===== config.mk =====
export PLATFORM = sky130hd
export DESIGN_NAME = edt_pacer_codel_drop_top
export DESIGN_NICKNAME = d
export VERILOG_FILES = /design/src/hdl/edtpc_pkg.sv /design/src/hdl/edtpc_div.sv /design/src/hdl/edt_pacer_codel_drop_top.sv
export SDC_FILE = /design/constraint.sdc
export NUM_CORES = 2
export LEC_CHECK = 0
export ABC_AREA = 0
export BUFFER_PORTS_ARGS = -buffer_cell sky130_fd_sc_hd__buf_2
export CORE_UTILIZATION = 48
export DETAILED_ROUTE_END_ITERATION = 7
export GPL_ROUTABILITY_DRIVEN = 0
export GPL_TIMING_DRIVEN = 0
export PLACE_DENSITY = 0.67
export REMOVE_ABC_BUFFERS = 1
export SLEW_MARGIN = 0
export SYNTH_ARGS = -nofsm -noshare
export SYNTH_HDL_FRONTEND = slang
export SYNTH_SLANG_ARGS = --single-unit

===== constraint.sdc =====
create_clock -name clk_i -period 10 [get_ports clk_i]
set_clock_uncertainty 0.15 [all_clocks]
set_input_delay 1 -clock clk_i [delete_from_list [all_inputs] [get_ports clk_i]]
set_output_delay 1 -clock clk_i [all_outputs]
set_load 0.02 [all_outputs]

===== src/hdl/edtpc_pkg.sv =====
`timescale 1ns / 1ps
package edtpc_pkg;

  localparam int unsigned DivW = 64;
  localparam int unsigned DsrW = 34;
  localparam int unsigned CntW = 6;
  localparam logic [29:0] NsPerSec = 30'd1000000000;

  // Request from the sequencer to the shared divider.
  typedef struct packed {
    logic            start;
    logic [CntW-1:0] iters;
  } div_req_t;

  // Sequencer states, one-hot.
  typedef enum logic [9:0] {
    ST_IDLE = 10'b0000000001,
    ST_MUL  = 10'b0000000010,
    ST_DST  = 10'b0000000100,
    ST_DIV  = 10'b0000001000,
    ST_CMP  = 10'b0000010000,
    ST_CD1  = 10'b0000100000,
    ST_CD2  = 10'b0001000000,
    ST_LAW  = 10'b0010000000,
    ST_LDIV = 10'b0100000000,
    ST_DONE = 10'b1000000000
  } state_e;

  // Configuration register indexes.
  localparam logic [3:0] RegRate     = 4'd0;
  localparam logic [3:0] RegOverhead = 4'd1;
  localparam logic [3:0] RegMinFrame = 4'd2;
  localparam logic [3:0] RegIdleMin  = 4'd3;
  localparam logic [3:0] RegDropHor  = 4'd4;
  localparam logic [3:0] RegTarget   = 4'd5;
  localparam logic [3:0] RegEcnHor   = 4'd6;
  localparam logic [3:0] RegInterval = 4'd7;

  // Square root of the drop count, scaled by 2^16; sqrt(32) outside one to sixteen.
  function automatic logic [18:0] sqrt_sh16(input logic [31:0] cnt);
    logic [18:0] s;
    begin
      unique case (cnt)
        32'd1:   s = 19'd65536;
        32'd2:   s = 19'd92682;
        32'd3:   s = 19'd113512;
        32'd4:   s = 19'd131072;
        32'd5:   s = 19'd146543;
        32'd6:   s = 19'd160530;
        32'd7:   s = 19'd173392;
        32'd8:   s = 19'd185364;
        32'd9:   s = 19'd196608;
        32'd10:  s = 19'd207243;
        32'd11:  s = 19'd217358;
        32'd12:  s = 19'd227023;
        32'd13:  s = 19'd236293;
        32'd14:  s = 19'd245213;
        32'd15:  s = 19'd253820;
        32'd16:  s = 19'd262144;
        default: s = 19'd370728;
      endcase
      return s;
    end
  endfunction

endpackage


===== src/hdl/edtpc_div.sv =====
`timescale 1ns / 1ps
module edtpc_div (
  input  logic                        clk_i,
  input  logic                        rst_ni,
  input  edtpc_pkg::div_req_t         req_i,
  input  logic [edtpc_pkg::DivW-1:0]  dividend_i,
  input  logic [edtpc_pkg::DsrW-1:0]  divisor_i,
  output logic                        done_o,
  output logic [edtpc_pkg::DivW-1:0]  quotient_o
);
  import edtpc_pkg::*;

  logic [DivW-1:0] dvd_q, dvd_d, quo_q, quo_d;
  logic [DsrW-1:0] rem_q, rem_d, dsr_q, dsr_d;
  logic [CntW-1:0] cnt_q, cnt_d;
  logic            busy_q, busy_d, done_q, done_d;
  logic [DsrW:0]   trial;
  logic [DsrW:0]   diff;

  // One restoring step per cycle, dividend taken from its top bit down.
  assign trial = {rem_q, dvd_q[DivW-1]};
  assign diff  = trial - {1'b0, dsr_q};

  always_comb begin
    dvd_d  = dvd_q;
    quo_d  = quo_q;
    rem_d  = rem_q;
    dsr_d  = dsr_q;
    cnt_d  = cnt_q;
    busy_d = busy_q;
    done_d = 1'b0;
    if (req_i.start) begin
      dvd_d  = dividend_i;
      quo_d  = '0;
      rem_d  = '0;
      dsr_d  = divisor_i;
      cnt_d  = req_i.iters;
      busy_d = 1'b1;
    end else if (busy_q) begin
      dvd_d = {dvd_q[DivW-2:0], 1'b0};
      if (trial >= {1'b0, dsr_q}) begin
        rem_d = diff[DsrW-1:0];
        quo_d = {quo_q[DivW-2:0], 1'b1};
      end else begin
        rem_d = trial[DsrW-1:0];
        quo_d = {quo_q[DivW-2:0], 1'b0};
      end
      cnt_d = cnt_q - CntW'(1);
      if (cnt_q == CntW'(1)) begin
        busy_d = 1'b0;
        done_d = 1'b1;
      end
    end
  end

  always_ff @(posedge clk_i or negedge rst_ni) begin
    if (!rst_ni) begin
      busy_q <= 1'b0;
      done_q <= 1'b0;
      cnt_q  <= '0;
    end else begin
      busy_q <= busy_d;
      done_q <= done_d;
      cnt_q  <= cnt_d;
    end
  end

  always_ff @(posedge clk_i) begin
    dvd_q <= dvd_d;
    quo_q <= quo_d;
    rem_q <= rem_d;
    dsr_q <= dsr_d;
  end

  assign done_o     = done_q;
  assign quotient_o = quo_q;

  a_start_busy: assert property (@(posedge clk_i) disable iff (!rst_ni)
    req_i.start && req_i.iters != '0 |=> busy_q)
    else $error("divider did not start");
  a_done_idle: assert property (@(posedge clk_i) disable iff (!rst_ni)
    done_q |-> !busy_q)
    else $error("divider done while busy");
  a_done_after_busy: assert property (@(posedge clk_i) disable iff (!rst_ni)
    done_q |-> $past(busy_q))
    else $error("divider done without a run");
endmodule


===== src/hdl/edt_pacer_codel_drop_top.sv =====
`timescale 1ns / 1ps
// A packet that passes or drops without a control-law step, or drops at the horizon, runs one
// division; idle pacing runs a second division, and a further division computes the next
// drop time when the control law steps.
// Throughput: one packet at a time; the bit-serial divider (48 or 56 steps) sets the rate
// and a stalled output adds its wait.
// Reset (rst_ni low, asynchronous) clears all pacing and dropper state and loads defaults.
module edt_pacer_codel_drop_top (
  input  logic         clk_i,
  input  logic         rst_ni,
  input  logic         s_axis_tvalid,
  output logic         s_axis_tready,
  // wire_length[17:0], preset_time[81:18], now_ns[145:82], zero fill
  input  logic [151:0] s_axis_tdata,
  output logic         m_axis_tvalid,
  input  logic         m_axis_tready,
  // departure_time[63:0]
  output logic [63:0]  m_axis_tdata,
  // verdict[0], ecn_mark[1]
  output logic [1:0]   m_axis_tuser,
  input  logic         cfg_valid_i,
  output logic         cfg_ready_o,
  input  logic [3:0]   cfg_index_i,
  input  logic [63:0]  cfg_data_i
);
  import edtpc_pkg::*;

  // Configuration registers.
  logic [33:0] rate_q;
  logic [7:0]  ovh_q;
  logic [10:0] minf_q;
  logic [15:0] idlemin_q;
  logic [39:0] droph_q, target_q, ecnh_q, interval_q;

  assign cfg_ready_o = 1'b1;

  always_ff @(posedge clk_i or negedge rst_ni) begin
    if (!rst_ni) begin
      rate_q     <= 34'd123750000;
      ovh_q      <= 8'd32;
      minf_q     <= 11'd84;
      idlemin_q  <= 16'd1538;
      droph_q    <= 40'd15000000;
      target_q   <= 40'd10000000;
      ecnh_q     <= 40'd5000000;
      interval_q <= 40'd100000000;
    end else if (cfg_valid_i) begin
      unique case (cfg_index_i)
        RegRate:     rate_q     <= cfg_data_i[33:0];
        RegOverhead: ovh_q      <= cfg_data_i[7:0];
        RegMinFrame: minf_q     <= cfg_data_i[10:0];
        RegIdleMin:  idlemin_q  <= cfg_data_i[15:0];
        RegDropHor:  droph_q    <= cfg_data_i[39:0];
        RegTarget:   target_q   <= cfg_data_i[39:0];
        RegEcnHor:   ecnh_q     <= cfg_data_i[39:0];
        RegInterval: interval_q <= cfg_data_i[39:0];
        default: ;
      endcase
    end
  end

  // Sequencer and working registers.
  state_e      state_q;
  logic [18:0] len_q;
  logic [63:0] tcur_q, now_q, tnext_q, qdelay_q, base_q;
  logic [47:0] prod_q;
  logic        second_q, ok_q;
  logic [63:0] last_q, above_q, ndt_q;
  logic [31:0] cnt_q;
  logic        indrop_q;
  logic        res_verdict_q, res_ecn_q;
  logic [63:0] res_dep_q;
  logic        out_valid_q, out_verdict_q, out_ecn_q;
  logic [63:0] out_dep_q;

  div_req_t        div_req;
  logic [63:0]     div_dividend;
  logic [33:0]     div_divisor;
  logic            div_done;
  logic [63:0]     div_quo;

  logic [18:0] len_in, len_idle;
  logic        out_free;
  logic [63:0] t_sum;
  logic [63:0] int64;

  assign int64    = {24'd0, interval_q};
  assign len_in   = 19'(s_axis_tdata[17:0]) + 19'(ovh_q);
  assign len_idle = (len_q < 19'(idlemin_q)) ? 19'(idlemin_q) : len_q;
  assign out_free = !out_valid_q || m_axis_tready;
  assign t_sum    = last_q + div_quo;
  assign s_axis_tready = (state_q == ST_IDLE);

  // Divider inputs: transmit time or control-law step, pre-aligned to the top bit.
  always_comb begin
    div_req.start = 1'b0;
    div_req.iters = CntW'(48);
    div_dividend  = {prod_q, 16'd0};
    div_divisor   = (rate_q == '0) ? 34'd1 : rate_q;
    if (state_q == ST_DST) begin
      div_req.start = 1'b1;
    end else if (state_q == ST_LAW) begin
      div_req.start = 1'b1;
      div_req.iters = CntW'(56);
      div_dividend  = {interval_q, 24'd0};
      div_divisor   = 34'(sqrt_sh16(cnt_q));
    end
  end

  edtpc_div u_div (
    .clk_i      (clk_i),
    .rst_ni     (rst_ni),
    .req_i      (div_req),
    .dividend_i (div_dividend),
    .divisor_i  (div_divisor),
    .done_o     (div_done),
    .quotient_o (div_quo)
  );

  // Control state.
  always_ff @(posedge clk_i or negedge rst_ni) begin
    if (!rst_ni) begin
      state_q     <= ST_IDLE;
      last_q      <= '0;
      above_q     <= '0;
      ndt_q       <= '0;
      cnt_q       <= '0;
      indrop_q    <= 1'b0;
      second_q    <= 1'b0;
      ok_q        <= 1'b0;
    end else begin
      unique case (state_q)
        ST_IDLE: begin
          if (s_axis_tvalid) begin
            second_q <= 1'b0;
            state_q  <= ST_MUL;
          end
        end
        ST_MUL: state_q <= ST_DST;
        ST_DST: state_q <= ST_DIV;
        ST_DIV: begin
          if (div_done) begin
            if (second_q) begin
              last_q  <= tcur_q + div_quo;
              state_q <= ST_DONE;
            end else begin
              state_q <= ST_CMP;
            end
          end
        end
        ST_CMP: begin
          if (tnext_q <= tcur_q) begin
            second_q <= 1'b1;
            state_q  <= ST_MUL;
          end else begin
            state_q <= ST_CD1;
          end
        end
        ST_CD1: begin
          if (qdelay_q >= 64'(droph_q)) begin
            state_q <= ST_DONE;
          end else begin
            if (qdelay_q < 64'(target_q)) begin
              above_q <= '0;
              ok_q    <= 1'b0;
            end else if (above_q == '0) begin
              above_q <= tnext_q + int64;
              ok_q    <= 1'b0;
            end else begin
              ok_q <= (tnext_q >= above_q);
            end
            state_q <= ST_CD2;
          end
        end
        ST_CD2: begin
          if (indrop_q) begin
            if (!ok_q) begin
              indrop_q <= 1'b0;
              state_q  <= ST_DONE;
            end else if (tnext_q >= ndt_q) begin
              cnt_q   <= cnt_q + 32'd1;
              state_q <= ST_LAW;
            end else begin
              state_q <= ST_DONE;
            end
          end else if (ok_q && (((tnext_q - ndt_q) < int64) ||
                                ((tnext_q - above_q) >= int64))) begin
            indrop_q <= 1'b1;
            if ((tnext_q - ndt_q) < int64) begin
              cnt_q <= (cnt_q > 32'd2) ? cnt_q - 32'd2 : 32'd1;
            end else begin
              cnt_q <= 32'd1;
            end
            state_q <= ST_LAW;
          end else begin
            state_q <= ST_DONE;
          end
        end
        ST_LAW: state_q <= ST_LDIV;
        ST_LDIV: begin
          if (div_done) begin
            ndt_q   <= base_q + div_quo;
            state_q <= ST_DONE;
          end
        end
        ST_DONE: begin
          if (out_free) begin
            if (!res_verdict_q) last_q <= res_dep_q;
            state_q <= ST_IDLE;
          end
        end
        default: state_q <= ST_IDLE;
      endcase
    end
  end

  // Output valid: set when a result is loaded, cleared by its transfer.
  always_ff @(posedge clk_i or negedge rst_ni) begin
    if (!rst_ni) begin
      out_valid_q <= 1'b0;
    end else if (state_q == ST_DONE && out_free) begin
      out_valid_q <= 1'b1;
    end else if (m_axis_tready) begin
      out_valid_q <= 1'b0;
    end
  end

  // Payload registers and result selection.
  always_ff @(posedge clk_i) begin
    unique case (state_q)
      ST_IDLE: begin
        len_q  <= (len_in <= 19'(minf_q)) ? 19'(minf_q) : len_in;
        tcur_q <= (s_axis_tdata[81:18] < s_axis_tdata[145:82]) ?
                  s_axis_tdata[145:82] : s_axis_tdata[81:18];
        now_q  <= s_axis_tdata[145:82];
      end
      ST_MUL: prod_q <= 48'(len_q) * 48'(NsPerSec);
      ST_DIV: begin
        if (div_done) begin
          tnext_q <= t_sum;
          if (second_q) begin
            res_verdict_q <= 1'b0;
            res_ecn_q     <= 1'b0;
            res_dep_q     <= tcur_q + div_quo;
          end
        end
      end
      ST_CMP: begin
        qdelay_q <= tnext_q - now_q;
        len_q    <= len_idle;
      end
      ST_CD1: begin
        res_verdict_q <= 1'b1;
        res_ecn_q     <= 1'b0;
        res_dep_q     <= '0;
      end
      ST_CD2: begin
        base_q <= indrop_q ? ndt_q : tnext_q;
        if (indrop_q ? (!ok_q || tnext_q < ndt_q) :
            !(ok_q && (((tnext_q - ndt_q) < int64) ||
                       ((tnext_q - above_q) >= int64)))) begin
          res_verdict_q <= 1'b0;
          res_ecn_q     <= (qdelay_q >= 64'(ecnh_q));
          res_dep_q     <= tnext_q;
        end
      end
      ST_DONE: begin
        if (out_free) begin
          out_verdict_q <= res_verdict_q;
          out_ecn_q     <= res_ecn_q;
          out_dep_q     <= res_dep_q;
        end
      end
      default: ;
    endcase
  end

  assign m_axis_tvalid = out_valid_q;
  assign m_axis_tdata  = out_dep_q;
  assign m_axis_tuser  = {out_ecn_q, out_verdict_q};

  a_accept_mul: assert property (@(posedge clk_i) disable iff (!rst_ni)
    s_axis_tvalid && s_axis_tready |=> state_q == ST_MUL)
    else $error("accepted packet did not start");
  a_div_done_wait: assert property (@(posedge clk_i) disable iff (!rst_ni)
    div_done |-> (state_q == ST_DIV || state_q == ST_LDIV))
    else $error("divider finished outside a wait state");
  a_done_load: assert property (@(posedge clk_i) disable iff (!rst_ni)
    state_q == ST_DONE && out_free |=> out_valid_q && state_q == ST_IDLE)
    else $error("result not loaded");
  a_drop_zero: assert property (@(posedge clk_i) disable iff (!rst_ni)
    out_valid_q && out_verdict_q |-> out_dep_q == '0 && !out_ecn_q)
    else $error("dropped packet carries departure data");
endmodule

==> metrics.txt <==
status=finished, final reports clean; Hold Path Sink=state_q[0]; WS Path Type=flop to flop; largest net degree at the start of global routing=97; Cell variety after synth=100; Synth Area per Inst=9.377 µm²; RR Endpoint=res_dep_q[1]; top_reg_cell synth=edfxtp_1; register area share after synthesis=36.07%; post-synthesis xor/xnor area fraction=4.771%; R2R Path Start=tnext_q[4]; layout cell share with drive strength beyond 1=9.768%; Worst slew margin=7.626%; Core Box Area=180500 µm²; Worst-Skew Late Latency=820 ps; boundary pin count=294; WHS Path Cells=2; Die W=428.2 µm; DRT iter0 DRCs=6844; Fin. Hold Viols=0; CP startpoint kind=flop; post-CTS sizing=0; CTS tree=yes; flop and latch count out of synthesis=1157; CP endpoint kind=flop; Cells after Synth=9299; Wirelength per Cell=22.45 µm; Routed Antenna Nets=0; H-tree levels=4; Post-Synth Simple-Gate Area=13.29%; endpoints failing setup=0; Crit-path slowest cell=a2bb2oi_4; complex-gate fraction of the synthesized area=18.14%; post-synthesis mux area share=4.203%; Async SR Flop Fraction=41.05%; maximum operating frequency=101.0 MHz; Synth Area in Adders=18.14%; Max-Cap Viols=0; Post-Syn Area=87200 µm²; first-pass GRT wire length=410300 µm; initial antenna violation count=13; WP data required=10330 ps; reg2reg setup slack=100 ps; Pre-antenna DRT Iters=8; GRT Total Usage=28.73%; post-route setup slack=102.9 ps; clk sinks=1157; vias per inst=6.055; Post-synth EDFFs=584; worst hold start=s_axis_tvalid; Root Driver=clkbuf_16; DRT Wirelength=268600 µm; crit path time final=9897 ps; RSZ-0062 raised after global routing=false; pre-CTS setup slack=550.5 ps; CTS Hold Bufs=1; post-synth top area share=20.11%; Residual DRC=0; Worst Path Arrival=10230 ps; Final Cycle Share=98.97%; post-detail-place hpwl=210500 µm; via count=72430; Die ar.=183400 µm²; leading area contributor after synthesis=edfxtp_1; number of global-route vias before repair=69840; CTS buffer count=136; die height=428.2 µm; Ys Warns=0; synthesis-to-layout area growth=10.30%; most frequent cells after synthesis=984 x ha_1, 929 x inv_1, 823 x nand2_1, 689 x a21oi_1, 645 x o21ai_0; Worst-path clk slew=60 ps; r2r worst-path depth=30; IO Port Bufs=262; # rows=156; postcts setup bufs=0; main combinational cell family by area after synthesis=compound AO/OA/AOI/OAI gates; maximum fanout along the worst path=25; worst stage delay on the critical path=760 ps; most instantiated library cell after synthesis=ha_1; Util after Layout=53.27%; Final Max Slew Viols=0; Clock Tree Buf Depth=3; Slew @ Worst Pin=1386 ps; Hold Crit Class=input pin to flop; Initial Util=48.30%; dominant cells by area after synthesis=edfxtp_1 20%, ha_1 14%, dfrtp_1 12%, fa_1 4.0%, inv_1 4.0%; fillers=15950; gr ovfl total=0; Nets=10850
placed cells by master (no fill, tap or decap), types with 53 or more instances in the layout:
cell type    n
a21oi_1    688
ha_1       984
nand2_1    822
clkbuf_16  139
nand3_1    135
nor3_1     119
nand4_1    177
a21o_1     324
o31ai_1     69
nor2b_1     97
buf_2      263
nand2b_1   105
or3_1       67
fa_1       175
dfxtp_1     98
o21bai_1    81
o21a_1      90
and3_1      71
inv_1      925
xor2_1     177
mux2_2     231
nor4_1      70
xnor2_1    298
a211oi_1    81
mux2i_1    104
o21ai_0    644
a31oi_1    104
nor2_1     575
dfstp_2     57
edfxtp_1   584
o211ai_1    53
a22o_1      66
dfrtp_1    416
logic make-up (layout without fill, tap and decap cells):
family	Yosys count	after routing
AO/OA/AOI/OAI	2516	2516
XOR/XNOR	475	475
adder cells (fa/ha/maj)	1159	1159
buffers and inverters	1232	1515
flip-flops	1157	1157
multiplexers	336	336
other	1	11
AND/OR/NAND/NOR	2423	2423
sequential cells by signal, summed over array words and instances, names as in the netlist, 39 cells and up:
register,count
above_q,64
base_q,64
last_q,64
m_axis_tdata,64
ndt_q,64
now_q,64
qdelay_q,64
res_dep_q,64
tcur_q,64
tnext_q,64
u_div.quotient_o,64
droph_q,40
ecnh_q,40
interval_q,40
target_q,40
u_div.dvd_q,40
prod_q,39
final cells by class:
| type | instances | area [µm²] | share of cell area, % |
|---|---|---|---|
| multi-input cells | 6910 | 51220 | 53.25 |
| flip-flops and latches | 1157 | 31460 | 32.71 |
| clock buffers | 181 | 3746 | 3.895 |
| inverters | 931 | 3512 | 3.652 |
| well taps | 2370 | 2965 | 3.083 |
| repair buffers | 332 | 2527 | 2.628 |
| clock inverters | 71 | 723.2 | 0.7519 |
| diodes | 10 | 25.02 | 0.02602 |
metrics by stage:
stage          hold WS (ps)  cell area (µm²)  TNS [ps]  cells
2_1_floorplan         250.3            86010     -2528   8998
3_3_place_gp          256.5            90280  -2797150  11630
3_5_place_dp          259.2            91670         0  11700
4_1_cts               163.9            96150         0  11950
5_1_grt               197.0            96170         0  11960
6_report              211.3            96180         0  11960
critical path: cells and delay by family (launching register included):
family	cells	cell delay (ps)
compound gates	12	3740
simple gates	13	3340
buf+inv	2	510
xor+xnor	1	270
flops	1	650
fa+ha+maj	2	790
layer usage:
layer	global-route usage, %	vias up	share of wire [%]
li1	-	33790	-
met1	40.15	35030	43
met2	44.64	3054	44
met3	4.147	552	8.1
met4	11.73	6	4.3
met5	0	-	0.013
worst max path at each step:
stage          startpoint              end  slack [ps]  depth (start not counted)
2_1_floorplan  tnext_q[4]     res_dep_q[0]         -40                         28
3_3_place_gp   state_q[1]  u_div.dsr_q[30]       -8200                          6
3_5_place_dp   tnext_q[4]     res_dep_q[1]         550                         30
4_1_cts        tnext_q[4]     res_dep_q[1]         460                         30
5_1_grt        tnext_q[4]     res_dep_q[1]          40                         30
6_report       tnext_q[4]     res_dep_q[1]         100                         30
Power is not shown: default switching activity piles up to over one toggle a cycle in this logic, so the estimate is an artifact.
